`src/sv/npm_pkg.sv`:
```
// npm_pkg: sizes, codes and shared types of the nearest peak merge block
// no dependencies
package npm_pkg;

    localparam int PEAK_DEPTH   = 256;
    localparam int FILTER_COUNT = 8;
    localparam int COORD_BITS   = 16;

    localparam int IDX_W   = (PEAK_DEPTH > 1) ? $clog2(PEAK_DEPTH) : 1;
    localparam int CNT_W   = $clog2(PEAK_DEPTH + 1);
    localparam int FLAG_W  = FILTER_COUNT;
    localparam int SQ_W    = 2 * COORD_BITS;
    localparam int D2_W    = SQ_W + 1;
    localparam int LIM_W   = 36;
    localparam int CMP_W   = D2_W + 4;

    // fixed port widths
    localparam int ACTION_W    = 2;
    localparam int POS_W       = 16;
    localparam int FLAGS_IO_W  = 8;
    localparam int OUTCOME_W   = 3;
    localparam int ENTRY_IDX_W = 8;
    localparam int PEAK_CNT_W  = 9;
    localparam int APB_DATA_W  = 64;
    localparam int APB_ADDR_W  = 5;

    localparam logic [ACTION_W-1:0] ACT_LOAD  = 2'd0;
    localparam logic [ACTION_W-1:0] ACT_OFFER = 2'd1;
    localparam logic [ACTION_W-1:0] ACT_CLEAR = 2'd2;

    localparam logic [OUTCOME_W-1:0] OUT_MERGED  = 3'd0;
    localparam logic [OUTCOME_W-1:0] OUT_ADDED   = 3'd1;
    localparam logic [OUTCOME_W-1:0] OUT_DROPPED = 3'd2;
    localparam logic [OUTCOME_W-1:0] OUT_FULL    = 3'd3;
    localparam logic [OUTCOME_W-1:0] OUT_LOADED  = 3'd4;

    localparam logic [1:0] REG_SAME_EN  = 2'd0;
    localparam logic [1:0] REG_SAME_LIM = 2'd1;
    localparam logic [1:0] REG_NEW_EN   = 2'd2;
    localparam logic [1:0] REG_NEW_LIM  = 2'd3;

    typedef struct packed {
        logic              found;
        logic [IDX_W-1:0]  idx;
        logic [D2_W-1:0]   d2;
        logic [FLAG_W-1:0] flags;
    } best_t;

    typedef struct packed {
        logic             valid;
        logic [IDX_W-1:0] idx;
    } rd_tag_t;

endpackage

```
`src/sv/npm_dist.sv`:
```
// npm_dist: pipelined squared-distance unit with running nearest-entry tracker
// depends on npm_pkg
module npm_dist
    import npm_pkg::*;
(
    input  logic                  clk,
    input  logic                  rst_n,
    input  logic                  clear,
    input  logic [COORD_BITS-1:0] off_x,
    input  logic [COORD_BITS-1:0] off_y,
    input  logic [COORD_BITS-1:0] mem_x,
    input  logic [COORD_BITS-1:0] mem_y,
    input  logic [FLAG_W-1:0]     mem_flags,
    input  rd_tag_t               mem_tag,
    output logic                  idle,
    output best_t                 best
);

    logic [COORD_BITS:0]   dx;
    logic [COORD_BITS:0]   dy;
    logic [COORD_BITS-1:0] ux;
    logic [COORD_BITS-1:0] uy;
    logic [D2_W-1:0]       d2;

    logic                  a_valid_reg;
    logic [IDX_W-1:0]      a_idx_reg;
    logic [FLAG_W-1:0]     a_flags_reg;
    logic [COORD_BITS-1:0] a_ux_reg;
    logic [COORD_BITS-1:0] a_uy_reg;

    logic                  b_valid_reg;
    logic [IDX_W-1:0]      b_idx_reg;
    logic [FLAG_W-1:0]     b_flags_reg;
    logic [SQ_W-1:0]       b_sqx_reg;
    logic [SQ_W-1:0]       b_sqy_reg;

    best_t                 best_reg;
    best_t                 best_next;

    // sign-extended difference, magnitude fits in COORD_BITS
    assign dx = {off_x[COORD_BITS-1], off_x} - {mem_x[COORD_BITS-1], mem_x};
    assign dy = {off_y[COORD_BITS-1], off_y} - {mem_y[COORD_BITS-1], mem_y};
    assign ux = COORD_BITS'(dx[COORD_BITS] ? (~dx + 1'b1) : dx);
    assign uy = COORD_BITS'(dy[COORD_BITS] ? (~dy + 1'b1) : dy);

    assign d2 = D2_W'(b_sqx_reg) + D2_W'(b_sqy_reg);

    always_comb
    begin
        best_next = best_reg;
        if (clear)
        begin
            best_next = '0;
        end
        // strict less keeps the lowest index on ties
        else if (b_valid_reg && (!best_reg.found || d2 < best_reg.d2))
        begin
            best_next.found = 1'b1;
            best_next.idx   = b_idx_reg;
            best_next.d2    = d2;
            best_next.flags = b_flags_reg;
        end
    end

    always_ff @(posedge clk)
    begin
        a_idx_reg   <= mem_tag.idx;
        a_flags_reg <= mem_flags;
        a_ux_reg    <= ux;
        a_uy_reg    <= uy;
        b_idx_reg   <= a_idx_reg;
        b_flags_reg <= a_flags_reg;
        b_sqx_reg   <= a_ux_reg * a_ux_reg;
        b_sqy_reg   <= a_uy_reg * a_uy_reg;
    end

    always_ff @(posedge clk or negedge rst_n)
    begin
        if (!rst_n)
        begin
            a_valid_reg <= 1'b0;
            b_valid_reg <= 1'b0;
            best_reg    <= '0;
        end
        else
        begin
            a_valid_reg <= mem_tag.valid && !clear;
            b_valid_reg <= a_valid_reg && !clear;
            best_reg    <= best_next;
        end
    end

    assign idle = !a_valid_reg && !b_valid_reg;
    assign best = best_reg;

endmodule

```
`config.mk`:
```
export PLATFORM = sky130hd
export DESIGN_NAME = npm_dist
export DESIGN_NICKNAME = d
export VERILOG_FILES = /design/src/sv/npm_pkg.sv /design/src/sv/npm_dist.sv
export SDC_FILE = /design/constraint.sdc
export NUM_CORES = 1
export LEC_CHECK = 0
export BUFFER_PORTS_ARGS = -buffer_cell sky130_fd_sc_hd__buf_2
export CAP_MARGIN = 15
export CORE_ASPECT_RATIO = 1.2
export CORE_UTILIZATION = 30
export CTS_CLUSTER_SIZE = 24
export DETAILED_ROUTE_END_ITERATION = 16
export HOLD_SLACK_MARGIN = 0.1
export PLACE_DENSITY_LB_ADDON = 0.08
export SLEW_MARGIN = 20
export SYNTH_ARGS = -nofsm -noshare
export SYNTH_HDL_FRONTEND = slang
export SYNTH_SLANG_ARGS = --single-unit
```
`constraint.sdc`:
```
create_clock -name clk -period 6.45 [get_ports clk]
set_input_delay 1.29 -clock clk [delete_from_list [all_inputs] [get_ports clk]]
set_output_delay 1.29 -clock clk [all_outputs]
set_load 0.02 [all_outputs]
```
==> metrics.csv <==
stage,metric,value,unit
clock_tree,cts_root_buf,clkbuf_16,
critical_path,cp_max_fo,4,
timing,relSlewSlack,25.72,%
route,viasPerCell,4.532,
run,cap_viol_max_count,0,
synthesis,ys_seq_elements,178,
synthesis,synth_cell_type_count,78,
placed_design,placed_cells,3726,
run_status,outcome,finished clean,
floorplan,pin_count,135,
critical_path,cp.required,6.86,ns
clock_tree,numCtsBuffers,17,
synthesis,synth-async-reset-ratio,29.21,%
synthesis,yosysTopAreaCell,fa_1,
route,first_pass_iters,5,
route,wl,58.44,mm
critical_path,critical_path.startpoint_type,flip-flop,
synthesis,syn-num-nets,3291,
placed_design,io_buffers,134,
floorplan,chipHeight,307.2,um
route,drtIter0Drc,722,
floorplan,start_util,30.37,%
synthesis,synth.cell_area,23280,um^2
synthesis,synth_edf_count,0,
synthesis,syn_inst,2578,
grt,antenna_found_initial,1,
timing,setup_ws,0.3380,ns
placed_design,preCtsSetupSlack,0.1319,ns
timing,tightest_slew,1.114,ns
finish,syn_to_final_growth,12.19,%
timing,final-hold-violation-count,0,
route,vias,17040,
critical_path,worstSetupPathType,flip-flop to flip-flop,
floorplan,die_x,256.3,um
grt,first_global_vias,18320,
synthesis,yosysWarnings,0,
synthesis,synth_top_area_share,28.03,%
grt,grt_usage,15.49,%
clock_tree,insertion_delay,0.50,ns
synthesis,yosysMostFrequentCell,inv_1,
clock_tree,cts.sinks,178,
finish,layout.nets,3443,
synthesis,synthTopCellsByCount,"582 x inv_1, 326 x fa_1, 303 x ha_1",
timing,clock_skew,0.02224,ns
synthesis,synth_ff_type,dfxtp_1,
finish,final_layout_size_suffix_gt1_share,10.54,%
placed_design,dpl.hpwl,50.25,mm
clock_tree,htreeDepth,4,
grt,grt_max_degree,53,
timing,finalMaxSlewViolations,0,
grt,grt_pass1_wl,96.36,mm
clock_tree,cts_tree,built,
finish,fill_cells,8040,
grt,grt_overflow,0,
clock_tree,cts_hold_buf,0,
route,detail-route-antenna-nets,0,
finish,stdcell_count,3760,
clock_tree,cts_buffer_depth,2,
timing,period_share,94.76,%
floorplan,row_count,111,
synthesis,synth_area_leaders,"fa_1 28%, ha_1 16%, dfxtp_1 11%",
floorplan,dieArea,78730,um^2
min_path,hold_path_class,flip-flop to flip-flop,
floorplan,core_region_area,76660,um^2
route,wire_per_inst,15.54,um
timing,setup_violations,0,
synthesis,seq_area_frac_synth,16.42,%
timing,fmax,0.1636,GHz
critical_path,cp-end-kind,flip-flop,
timing,period_needed,6.112,ns
synthesis,syn_avg_cell_area,9.032,um^2
placed_design,gp_congestion,0.7994,
critical_path,cp.arrival,6.53,ns
route,drc,0,
finish,largest_reg_flops,50,
finish,antenna_cells,0,
clock_tree,clk_pin_slew,0.08,ns
-- worst max-delay path: stages, from the launching register on --
cell and delay, ns:
dfxtp_1 0.34, nand2_1 0.09, inv_1 0.06, fa_1 0.53, inv_1 0.05, fa_1 0.53
inv_1 0.06, fa_1 0.49, inv_1 0.05, fa_1 0.52, inv_1 0.05, fa_1 0.48
inv_1 0.05, fa_1 0.49, inv_1 0.05, ha_1 0.28, nand3_1 0.13, nor2_1 0.07
a221o_1 0.40, a311oi_2 0.23, nor2_1 0.13, a221oi_2 0.25, buf_4 0.16, o21ai_2 0.07
a21o_1 0.20, a21oi_2 0.14, xnor2_1 0.13
-- per-stage QoR --
step                      instance area [um^2]  hold WS [ns]  setup TNS, ns  utilization [%]
after global placement                   25420        0.3135              0            33.15
after detailed placement                 25420        0.3121              0            33.15
after CTS                                26060        0.3312              0            33.99
after global routing                     26120        0.3352      -0.002022            34.07
final                                    26120        0.3307              0            34.07
after floorplan                          23280        0.3096              0                -
-- layout by cell type (no fill, tap or decap), types with 7 or more instances in the layout --
master     synthesis  layout
a21oi_1          132     131
nand3_1           72      72
a211oi_1           7       7
nand4_1            9       9
and3_1            14      14
nand2_1          189     189
o31ai_1            8       8
o21a_1            20      19
a31oi_1           14      13
buf_2              1     134
nor2b_1           19      19
fa_1             326     326
xnor2_1          111     111
xor2_1            42      42
buf_4              2      66
nor3_1            20      20
nand2b_1          25      25
and2_1            75      75
dfxtp_1          126     116
clkbuf_16          0      17
nor2_1           106     105
o21ai_0           97      97
o21bai_1          17      17
or2_2              9       9
ha_1             303     302
dfrtp_1           52      52
a21o_1            52      52
dfxtp_2            0      10
inv_1            582     582
-- worst paths after layout --
| kind | startpoint | to | slack, ns | cells past startpoint |
|---|---|---|---|---|
| worst max-delay path | a_ux_reg[3] | b_sqx_reg[28] | 0.34 | 26 |
| worst min-delay path | a_flags_reg[1] | b_flags_reg[1] | 0.33 | 0 |
| worst max register to register | a_ux_reg[3] | b_sqx_reg[28] | 0.34 | 26 |
| worst min register to register | a_flags_reg[1] | b_flags_reg[1] | 0.33 | 0 |
| max in group asynchronous | rst_n | best[20] | 4.97 | 2 |
| min in group asynchronous | rst_n | best[44] | 0.62 | 1 |
-- what timing repair did --
| item | 4_1_cts | 5_1_grt |
|---|---|---|
| resized for setup | 0 | 19 |
| setup buffers | 0 | 2 |
| setup endpoints to repair | 0 | 14 |
-- area by class of cell --
type / count / area [um^2] / share of cell area (%)
repair buffers: 200 / 1166 / 4.464
inverters: 582 / 2185 / 8.363
clock buffers: 18 / 439.2 / 1.681
clock inverters: 14 / 205.2 / 0.7855
flip-flops and latches: 178 / 3836 / 14.69
well taps: 1017 / 1272 / 4.871
multi-input cells: 1751 / 17020 / 65.15
-- cell families (layout without fill, tap and decap cells) --
group,after synthesis,count (layout),synth area share [%]
buf+inv,649,814,10.63
fa+ha+maj,629,629,44.31
mux,3,3,0.1451
xor+xnor,153,153,5.755
flops,178,178,16.42
simple gates,559,559,11.59
compound gates,407,407,11.14
-- routing by layer --
layer	up-vias	share of wire, %	GRT usage [%]
li1	8428	-	-
met1	8363	46	19.54
met2	210	50	27.79
met3	38	2.6	1.885
met4	0	1.5	3.941
met5	-	0	0
Power is not shown: default switching activity piles up to over one toggle a cycle in this logic, so the estimate is an artifact.
